**src/rtl/core/video_line_sync_black_clamp_unit_macros.svh**
```systemverilog
// Assertion macros shared by the video line sync and black clamp RTL.
`ifndef VIDEO_LINE_SYNC_BLACK_CLAMP_UNIT_MACROS_SVH
`define VIDEO_LINE_SYNC_BLACK_CLAMP_UNIT_MACROS_SVH

// Checks a property on the rising clock edge, ignored while reset is asserted.
`define VLSBC_ASSERT(lbl, clk, rst_n, prop) \
    lbl: assert property (@(posedge clk) disable iff (!rst_n) prop) \
        else $error("vlsbc assertion failed");

// Same check with a message of the caller's choosing.
`define VLSBC_ASSERT_MSG(lbl, clk, rst_n, prop, msg) \
    lbl: assert property (@(posedge clk) disable iff (!rst_n) prop) \
        else $error(msg);

`endif

```
**src/rtl/core/vlsbc_pkg.sv**
```systemverilog
// Package with constants and types of the video line sync and black clamp unit.
package vlsbc_pkg;

    // Field widths.
    localparam int SAMPLE_W = 8;
    localparam int POS_W    = 10;
    localparam int EDGE_W   = 7;
    localparam int INDEX_W  = 9;
    localparam int CFG_IDX_W  = 1;
    localparam int CFG_DATA_W = 8;

    // Line geometry.
    localparam logic [POS_W-1:0]   LINE_SAMPLES  = 10'd512;
    localparam logic [POS_W-1:0]   SYNC_REF_POS  = 10'd3;
    localparam logic [POS_W-1:0]   SEARCH_END    = 10'd65;
    localparam logic [POS_W-1:0]   BLACK_OFFSET  = 10'd5;
    localparam logic [POS_W-1:0]   ACTIVE_OFFSET = 10'd27;
    localparam logic [POS_W-1:0]   ACTIVE_COUNT  = 10'd319;
    localparam logic [INDEX_W-1:0] LAST_INDEX    = 9'd318;

    // Configuration register indexes and reset values.
    localparam logic [CFG_IDX_W-1:0]  CFG_SYNC_MARGIN = 1'b0;
    localparam logic [CFG_IDX_W-1:0]  CFG_BLACK_BIAS  = 1'b1;
    localparam logic [CFG_DATA_W-1:0] SYNC_MARGIN_RST = 8'd7;
    localparam logic [CFG_DATA_W-1:0] BLACK_BIAS_RST  = 8'd2;

    // Per-line tracking state.
    typedef struct packed {
        logic [POS_W-1:0]    pos;
        logic [SAMPLE_W-1:0] threshold;
        logic                edge_found;
        logic [EDGE_W-1:0]   edge_pos;
        logic [SAMPLE_W-1:0] black;
    } t_line_state;

    // One output word.
    typedef struct packed {
        logic [SAMPLE_W-1:0] pixel;
        logic [INDEX_W-1:0]  pixel_index;
        logic                last;
    } t_pixel_word;

endpackage

```
**src/rtl/core/vlsbc_in_if.sv**
```systemverilog
// Sample input channel: valid, ready, one raw video sample word and a line start flag.
interface vlsbc_in_if import vlsbc_pkg::*; ();
    logic                valid;
    logic                ready;
    logic [SAMPLE_W-1:0] sample;
    logic                line_start;

    modport source (output valid, output sample, output line_start, input ready);
    modport sink   (input valid, input sample, input line_start, output ready);
endinterface

```
**src/rtl/core/vlsbc_out_if.sv**
```systemverilog
// Pixel output channel: valid, ready and one clamped pixel word.
interface vlsbc_out_if import vlsbc_pkg::*; ();
    logic                valid;
    logic                ready;
    logic [SAMPLE_W-1:0] pixel;
    logic [INDEX_W-1:0]  pixel_index;
    logic                last;

    modport source (output valid, output pixel, output pixel_index, output last, input ready);
    modport sink   (input valid, input pixel, input pixel_index, input last, output ready);
endinterface

```
**src/rtl/core/vlsbc_step.sv**
```systemverilog
// Combinational per-sample step: sync search, black level capture and clamp.
module vlsbc_step import vlsbc_pkg::*; (
    input  t_line_state         i_state,
    input  logic [SAMPLE_W-1:0] i_sample,
    input  logic                i_line_start,
    input  logic [SAMPLE_W-1:0] i_sync_margin,
    input  logic [SAMPLE_W-1:0] i_black_bias,
    output t_line_state         o_state,
    output logic                o_emit,
    output t_pixel_word         o_word
);

    t_line_state         eff;
    logic [POS_W-1:0]    p;
    logic [SAMPLE_W-1:0] thr;
    logic [POS_W-1:0]    edge_ext;
    logic [POS_W-1:0]    win_lo;
    logic [POS_W-1:0]    win_hi;
    logic [POS_W-1:0]    idx_full;
    logic [SAMPLE_W-1:0] diff;

    // A line start clears the line state before this sample is handled.
    assign eff = i_line_start ? '0 : i_state;
    assign p   = eff.pos;

    // The threshold is formed from sample 3 and used for that same sample.
    assign thr = (p == SYNC_REF_POS) ? i_sample + i_sync_margin : eff.threshold;

    // Active window bounds relative to the edge.
    assign edge_ext = {{(POS_W-EDGE_W){1'b0}}, eff.edge_pos};
    assign win_lo   = edge_ext + ACTIVE_OFFSET;
    assign win_hi   = win_lo + ACTIVE_COUNT;
    assign idx_full = p - win_lo;
    assign diff     = i_sample - eff.black;

    // Next state and output word.
    always_comb begin
        o_state            = eff;
        o_emit             = 1'b0;
        o_word.pixel       = {diff[SAMPLE_W-2:0], 1'b0};
        o_word.pixel_index = idx_full[INDEX_W-1:0];
        o_word.last        = (idx_full[INDEX_W-1:0] == LAST_INDEX);
        if (p < LINE_SAMPLES) begin
            o_state.pos       = p + 1'b1;
            o_state.threshold = thr;
            if (!eff.edge_found) begin
                if (p >= SYNC_REF_POS && p < SEARCH_END && i_sample > thr) begin
                    o_state.edge_found = 1'b1;
                    o_state.edge_pos   = p[EDGE_W-1:0];
                end else if (p == SEARCH_END) begin
                    o_state.edge_found = 1'b1;
                    o_state.edge_pos   = SEARCH_END[EDGE_W-1:0];
                end
            end else begin
                if (p == edge_ext + BLACK_OFFSET) begin
                    o_state.black = i_sample + i_black_bias;
                end
                if (p >= win_lo && p < win_hi) begin
                    o_emit = 1'b1;
                end
            end
        end
    end

endmodule

```
**src/rtl/core/video_line_sync_black_clamp_unit.sv**
```systemverilog
// Top level of the video line sync search and black clamp unit.
//
// The block takes raw video samples on i_sample_ch, one word per accepted
// handshake, with line_start marking the first sample of each line. Sample 3
// plus the sync margin sets a threshold; the first of samples 3..64 above it
// is the sync edge (65 if none). The sample at edge+5 plus the black bias is
// the black level, and samples edge+27..edge+345 leave on o_pixel_ch as
// pixels 0..318, each (sample - black) * 2 modulo 256, last set on pixel 318.
// Samples outside that window produce no output word.
// Throughput is one sample per cycle while the receiver does not stall: all
// work for a sample is done by one level of logic into the output register,
// and its pixel appears on o_pixel_ch in the cycle after the sample is accepted.
// When the receiver stalls, the output register holds its word and a new
// sample is still accepted in the cycle that word is taken.
// Configuration (sync margin at index 0, black bias at index 1) is written
// through i_cfg_we, i_cfg_idx and i_cfg_data; the user must do so only while
// the block is idle, as the block itself does not enforce it. Synchronous reset
// clears the line state and output valid and sets the margin to 7, bias to 2.
`include "video_line_sync_black_clamp_unit_macros.svh"
module video_line_sync_black_clamp_unit import vlsbc_pkg::*; (
    input  logic                  i_clk,
    input  logic                  i_rst_n,
    input  logic                  i_cfg_we,
    input  logic [CFG_IDX_W-1:0]  i_cfg_idx,
    input  logic [CFG_DATA_W-1:0] i_cfg_data,
    vlsbc_in_if.sink              i_sample_ch,
    vlsbc_out_if.source           o_pixel_ch
);

    logic [SAMPLE_W-1:0] r_sync_margin;
    logic [SAMPLE_W-1:0] r_black_bias;
    t_line_state         r_state;
    t_line_state         n_state;
    logic                r_out_valid;
    t_pixel_word         r_word;
    t_pixel_word         n_word;
    logic                n_emit;
    logic                in_accept;

    // Configuration registers.
    always_ff @(posedge i_clk) begin
        if (!i_rst_n) begin
            r_sync_margin <= SYNC_MARGIN_RST;
            r_black_bias  <= BLACK_BIAS_RST;
        end else if (i_cfg_we) begin
            unique case (i_cfg_idx)
                CFG_SYNC_MARGIN: r_sync_margin <= i_cfg_data;
                CFG_BLACK_BIAS:  r_black_bias  <= i_cfg_data;
                default: ;
            endcase
        end
    end

    // A new word is taken whenever the output register is free or drains now.
    assign i_sample_ch.ready = !r_out_valid || o_pixel_ch.ready;
    assign in_accept         = i_sample_ch.valid && i_sample_ch.ready;

    // Per-sample line logic.
    vlsbc_step u_step (
        .i_state       (r_state),
        .i_sample      (i_sample_ch.sample),
        .i_line_start  (i_sample_ch.line_start),
        .i_sync_margin (r_sync_margin),
        .i_black_bias  (r_black_bias),
        .o_state       (n_state),
        .o_emit        (n_emit),
        .o_word        (n_word)
    );

    // Line state and output valid.
    always_ff @(posedge i_clk) begin
        if (!i_rst_n) begin
            r_state     <= '0;
            r_out_valid <= 1'b0;
        end else if (in_accept) begin
            r_state     <= n_state;
            r_out_valid <= n_emit;
        end else if (o_pixel_ch.ready) begin
            r_out_valid <= 1'b0;
        end
    end

    // Output word payload.
    always_ff @(posedge i_clk) begin
        if (in_accept && n_emit) begin
            r_word <= n_word;
        end
    end

    assign o_pixel_ch.valid       = r_out_valid;
    assign o_pixel_ch.pixel       = r_word.pixel;
    assign o_pixel_ch.pixel_index = r_word.pixel_index;
    assign o_pixel_ch.last        = r_word.last;

    // Assertions.
    `VLSBC_ASSERT(a_pos_bound, i_clk, i_rst_n, r_state.pos <= LINE_SAMPLES)
    `VLSBC_ASSERT_MSG(a_edge_range, i_clk, i_rst_n, r_state.edge_found |-> (r_state.edge_pos >= SYNC_REF_POS[EDGE_W-1:0] && r_state.edge_pos <= SEARCH_END[EDGE_W-1:0]), "edge position out of search range")
    `VLSBC_ASSERT_MSG(a_black_after_edge, i_clk, i_rst_n, !r_state.edge_found |-> (r_state.black == '0), "black level set before edge found")
    `VLSBC_ASSERT_MSG(a_line_restart, i_clk, i_rst_n, (in_accept && i_sample_ch.line_start) |=> (r_state.pos == 10'd1), "line start did not restart position")

endmodule

```
**src/flat_wrapper.sv**
```systemverilog
// flat-port wrapper written by rule: the top's interface ports become plain ports
module video_line_sync_black_clamp_unit_flat import vlsbc_pkg::*;
  (i_clk, i_rst_n, i_cfg_we, i_cfg_idx, i_cfg_data, i_sample_ch_valid, i_sample_ch_sample, i_sample_ch_line_start, i_sample_ch_ready, o_pixel_ch_valid, o_pixel_ch_pixel, o_pixel_ch_pixel_index, o_pixel_ch_last, o_pixel_ch_ready);
  vlsbc_in_if i_sample_ch_i ();
  vlsbc_out_if o_pixel_ch_i ();
  input  logic i_clk;
  input  logic i_rst_n;
  input  logic i_cfg_we;
  input  logic [CFG_IDX_W-1:0] i_cfg_idx;
  input  logic [CFG_DATA_W-1:0] i_cfg_data;
  input wire logic [$bits(i_sample_ch_i.valid)-1:0] i_sample_ch_valid;
  input wire logic [$bits(i_sample_ch_i.sample)-1:0] i_sample_ch_sample;
  input wire logic [$bits(i_sample_ch_i.line_start)-1:0] i_sample_ch_line_start;
  output wire logic [$bits(i_sample_ch_i.ready)-1:0] i_sample_ch_ready;
  output wire logic [$bits(o_pixel_ch_i.valid)-1:0] o_pixel_ch_valid;
  output wire logic [$bits(o_pixel_ch_i.pixel)-1:0] o_pixel_ch_pixel;
  output wire logic [$bits(o_pixel_ch_i.pixel_index)-1:0] o_pixel_ch_pixel_index;
  output wire logic [$bits(o_pixel_ch_i.last)-1:0] o_pixel_ch_last;
  input wire logic [$bits(o_pixel_ch_i.ready)-1:0] o_pixel_ch_ready;
  assign i_sample_ch_i.valid = i_sample_ch_valid;
  assign i_sample_ch_i.sample = i_sample_ch_sample;
  assign i_sample_ch_i.line_start = i_sample_ch_line_start;
  assign i_sample_ch_ready = i_sample_ch_i.ready;
  assign o_pixel_ch_valid = o_pixel_ch_i.valid;
  assign o_pixel_ch_pixel = o_pixel_ch_i.pixel;
  assign o_pixel_ch_pixel_index = o_pixel_ch_i.pixel_index;
  assign o_pixel_ch_last = o_pixel_ch_i.last;
  assign o_pixel_ch_i.ready = o_pixel_ch_ready;
  video_line_sync_black_clamp_unit u_core (.i_clk(i_clk), .i_rst_n(i_rst_n), .i_cfg_we(i_cfg_we), .i_cfg_idx(i_cfg_idx), .i_cfg_data(i_cfg_data), .i_sample_ch(i_sample_ch_i), .o_pixel_ch(o_pixel_ch_i));
endmodule
```
**config.mk**
```make
export PLATFORM = sky130hd
export DESIGN_NAME = video_line_sync_black_clamp_unit_flat
export DESIGN_NICKNAME = d
export VERILOG_FILES = /design/src/rtl/core/vlsbc_pkg.sv /design/src/rtl/core/vlsbc_in_if.sv /design/src/rtl/core/vlsbc_out_if.sv /design/src/rtl/core/vlsbc_step.sv /design/src/rtl/core/video_line_sync_black_clamp_unit.sv /design/src/flat_wrapper.sv
export VERILOG_INCLUDE_DIRS = /design/src /design/src/rtl/core
export SDC_FILE = /design/constraint.sdc
export NUM_CORES = 1
export LEC_CHECK = 0
export ABC_AREA = 0
export BUFFER_PORTS_ARGS = -buffer_cell sky130_fd_sc_hd__clkbuf_2
export CORE_MARGIN = 5
export CORE_UTILIZATION = 50
export CTS_CLUSTER_DIAMETER = 200
export DETAILED_ROUTE_END_ITERATION = 8
export GPL_TIMING_DRIVEN = 0
export PLACE_DENSITY = 0.68
export SYNTH_ARGS = -nofsm -noshare
export SYNTH_HDL_FRONTEND = slang
export SYNTH_SLANG_ARGS = --single-unit
```
**constraint.sdc**
```tcl
create_clock -name i_clk -period 6.4 [get_ports i_clk]
set_input_delay 1.28 -clock i_clk [delete_from_list [all_inputs] [get_ports i_clk]]
set_output_delay 1.28 -clock i_clk [all_outputs]
set_load 0.005 [all_outputs]
```
==> results.cfg <==
[die]
die-width_um = 109
start_util_pct = 51.0
die_area_um2 = 12000
placement_rows = 36
core_area_um2 = 9680
design.portCount = 43
floorplan_die_height_um = 109

[sta]
finalMaxSlewViolations = 0
finalCriticalPeriod_ns = 6.06
timing_hold_violations_final = 0
totalNegativeSetupSlack_ns = 0
skew_ns = 0.0132
timing.slew.headroom_pct = 53.8
clock.fmax_mhz = 165
finalSetupViolations = 0
layout_worst_path_cycle_share_pct = 94.8
rsz0062_at_grt = no
worst_case_hold_slack_ns = 0.475
max_slew.worst_pin.slew_ns = 0.690

[final_layout]
filler_cell_count = 908
finalInstanceArea_um2 = 5520
layout.nets = 714
num_antenna_cells = 0
drive_above_1_share_pct = 11.5
area_growth_syn_to_layout_pct = 11.7
postLayoutCoreUtil_pct = 57.0

[clock_tree]
cts-buffers-inserted = 9
cts_max_level = 3
cts_hold_buf = 0
number_of_buffers_on_the_longest_clock_path = 2
tritoncts_num_sinks = 66
clock_tree_from_tritoncts = built
clkSlewWorstSetupHoldPaths_ns = 0.08
post_cts_resized = 0
clock_tree.root_cell = clkbuf_8
postCtsSetupBuffers = 0
clock_latency_ns = 0.36

[power_and_ir_drop]
vdd_drop_max_mv = 0.109
power.static_leakage_nw = 2.35
report.power.total_w = 0.000939
power-per-cell-area_nw_per_um2 = 170

[critical_path]
kind_of_capture_point_of_the_worst_setup_path = flip-flop
critPathKind = in -> reg
critical-path-slowest-cell = nor4b_2
critical_path.cell_chain = clkbuf_2, inv_1, clkbuf_1, clkbuf_1, nand2_1, inv_1, ha_1, nor3b_1, clkbuf_1, nor3b_1, a21oi_1, ha_1, nand4_1, nor2_1, nor2_1, o21ai_0, a211oi_1, nor4b_2, a22o_1
crit_buf_inv = 6
crit_required_ns = 6.69
timing.critical_path.fanout_max = 10
critPathArrivalTime_ns = 6.36
cp_slowest_stage_delay_ns = 0.59
worst_path_dominant_cell_family = buffers and inverters
timing.critical_path.mode_cell = clkbuf_1
worst_setup_path_start_kind = primary input

[synth]
yosys.cell_count.top_type = nand2_1
mappedNetlistArea_um2 = 4940
netlist_instances = 588
yosysTopAreaCell = dfxtp_1
synthSimpleGateAreaFrac_pct = 21.4
postSynthNetCount = 663
synth_top_family_by_area = simple AND/OR/NAND/NOR gates
synth_xor_xnor_area_share_pct = 7.78
synth-compound-area-share_pct = 20.3
synth_fa_ha_area_share_pct = 14.7
sequential_fraction_of_the_synthesis_area_pct = 30.2
synthDominantCellAreaShare_pct = 19.9
synth-edff-count = 17
synth.lib_cells_used.distinct = 62
synthMuxAreaShare_pct = 0.405
ys_warn_count = 0
share_of_synthesized_flip_flops_with_an_asynchronous_set_or_reset_pct = 0
synth_top_flop_cell = dfxtp_1
ys_ff_latch = 66
post_synth_main_area_contributors = dfxtp_1, ha_1, edfxtp_1, nand2_1, xnor2_1
avgSynthCellArea_um2 = 8.40
leading_post_synthesis_cells_by_instance_count = nand2_1, dfxtp_1, ha_1

[place]
buffer_ports.inserted = 39
globalplace.congestion = 0.897
dp.final_hpwl_um = 9810
placement.cell_area_um2 = 5320

[route]
post_drt_via_cell_ratio = 5.59
avgRoutedWirePerCell_um = 16.0
antenna_violating_nets_post_route = 0
detail_route.wirelength_um = 12500
route.detailed.drc = 0
first_pass_iters = 5
drt_first_iter_violations = 282
route.vias.total = 4344

[grt]
maximum_number_of_pins_on_one_net_before_global_route_repair = 19
vias_in_the_first_global_route = 4262
grt.total_usage_pct = 22.0
grt_antenna_before_repair = 0
grt_remaining_overflow = 0
grt_first_pass_wirelength_um = 20600

[hold_path]
class_of_the_tightest_hold_or_removal_check = reg -> reg

[job]
max-cap-violations = 0

[run_status]
status = complete, no violations
==> layout make-up <==
class	instances	area [um2]	area share, %
tap	133	166	3.02
buffer	29	126	2.29
sequential	66	1490	27.0
clock inverter	7	76.3	1.38
multi-input combinational	459	3200	58.0
clock buffer	9	124	2.25
inverter	34	128	2.31
timing repair buffer	40	206	3.74
==> report_power, final <==
group          leakage [nW]  switching, W  internal [W]
registers             0.555    0.00000493      0.000434
logic                  1.69     0.0000760     0.0000507
clock network         0.105      0.000189      0.000184
==> state kept, by name, summed over array words and instances (netlist names) <==
register / cells
u_core.o_pixel_ch.last: 1
u_core.o_pixel_ch.pixel: 7
u_core.o_pixel_ch.pixel_index: 9
u_core.o_pixel_ch.valid: 1
u_core.r_black_bias: 7
u_core.r_state: 33
u_core.r_sync_margin: 8
==> layer usage <==
| layer | GRT usage (%) | part of all wire [%] | up-vias |
|---|---|---|---|
| met5 | 0 | 0 | - |
| met4 | 6.77 | 2.0 | 0 |
| met3 | 3.93 | 5.2 | 23 |
| met2 | 35.7 | 45 | 126 |
| met1 | 29.8 | 48 | 2025 |
| li1 | - | - | 2170 |
==> path summary, 6_finish.rpt <==
kind	startpoint	endpoint	slack, ns	cells after the start
worst min-delay path	u_core.r_sync_margin[6]	u_core.r_sync_margin[6]	0.48	2
worst max-delay path	i_sample_ch_line_start	u_core.r_state[9]	0.34	19
worst max register to register	u_core.r_state[8]	u_core.o_pixel_ch.pixel[2]	2.23	16
worst min register to register	u_core.r_sync_margin[6]	u_core.r_sync_margin[6]	0.48	2
==> worst reg2reg max path: stages, from the launching register on <==
cell,delay [ns]
dfxtp_1,0.45
nand2_1,0.17
ha_1,0.27
and2b_1,0.29
nand2b_1,0.20
and2_1,0.25
nand4_1,0.18
nand2_1,0.11
o21ai_0,0.08
a22o_1,0.26
nand2_1,0.08
ha_1,0.25
and4_1,0.19
a2111oi_0,0.46
o211ai_1,0.19
a31oi_2,0.22
buf_6,0.22
==> cell usage in the layout, fill, tap and decap left out, types with 23 or more instances in the layout <==
cell type   n
a21oi_1    28
clkbuf_1   23
clkbuf_2   39
dfxtp_1    49
ha_1       48
inv_1      34
nand2_1    75
nor2_1     32
nor2b_1    24
o21ai_0    32
xnor2_1    29
==> per-stage QoR <==
stage	worst slack, ns	instances
6_report	0.336	777
5_1_grt	0.0251	777
3_3_place_gp	-0.650	760
4_1_cts	0.299	777
2_1_floorplan	0.616	588
3_5_place_dp	-0.0456	761
==> cell families (layout without fill, tap and decap cells) <==
logic type / count (synthesis) / after routing
buffers and inverters: 63 / 119
XOR/XNOR: 43 / 43
AO/OA/AOI/OAI: 145 / 145
other: 1 / 1
adder cells (fa/ha/maj): 56 / 56
flip-flops: 66 / 66
multiplexers: 2 / 2
AND/OR/NAND/NOR: 212 / 212
No activity file was read; power rests on OpenSTA's default activity.
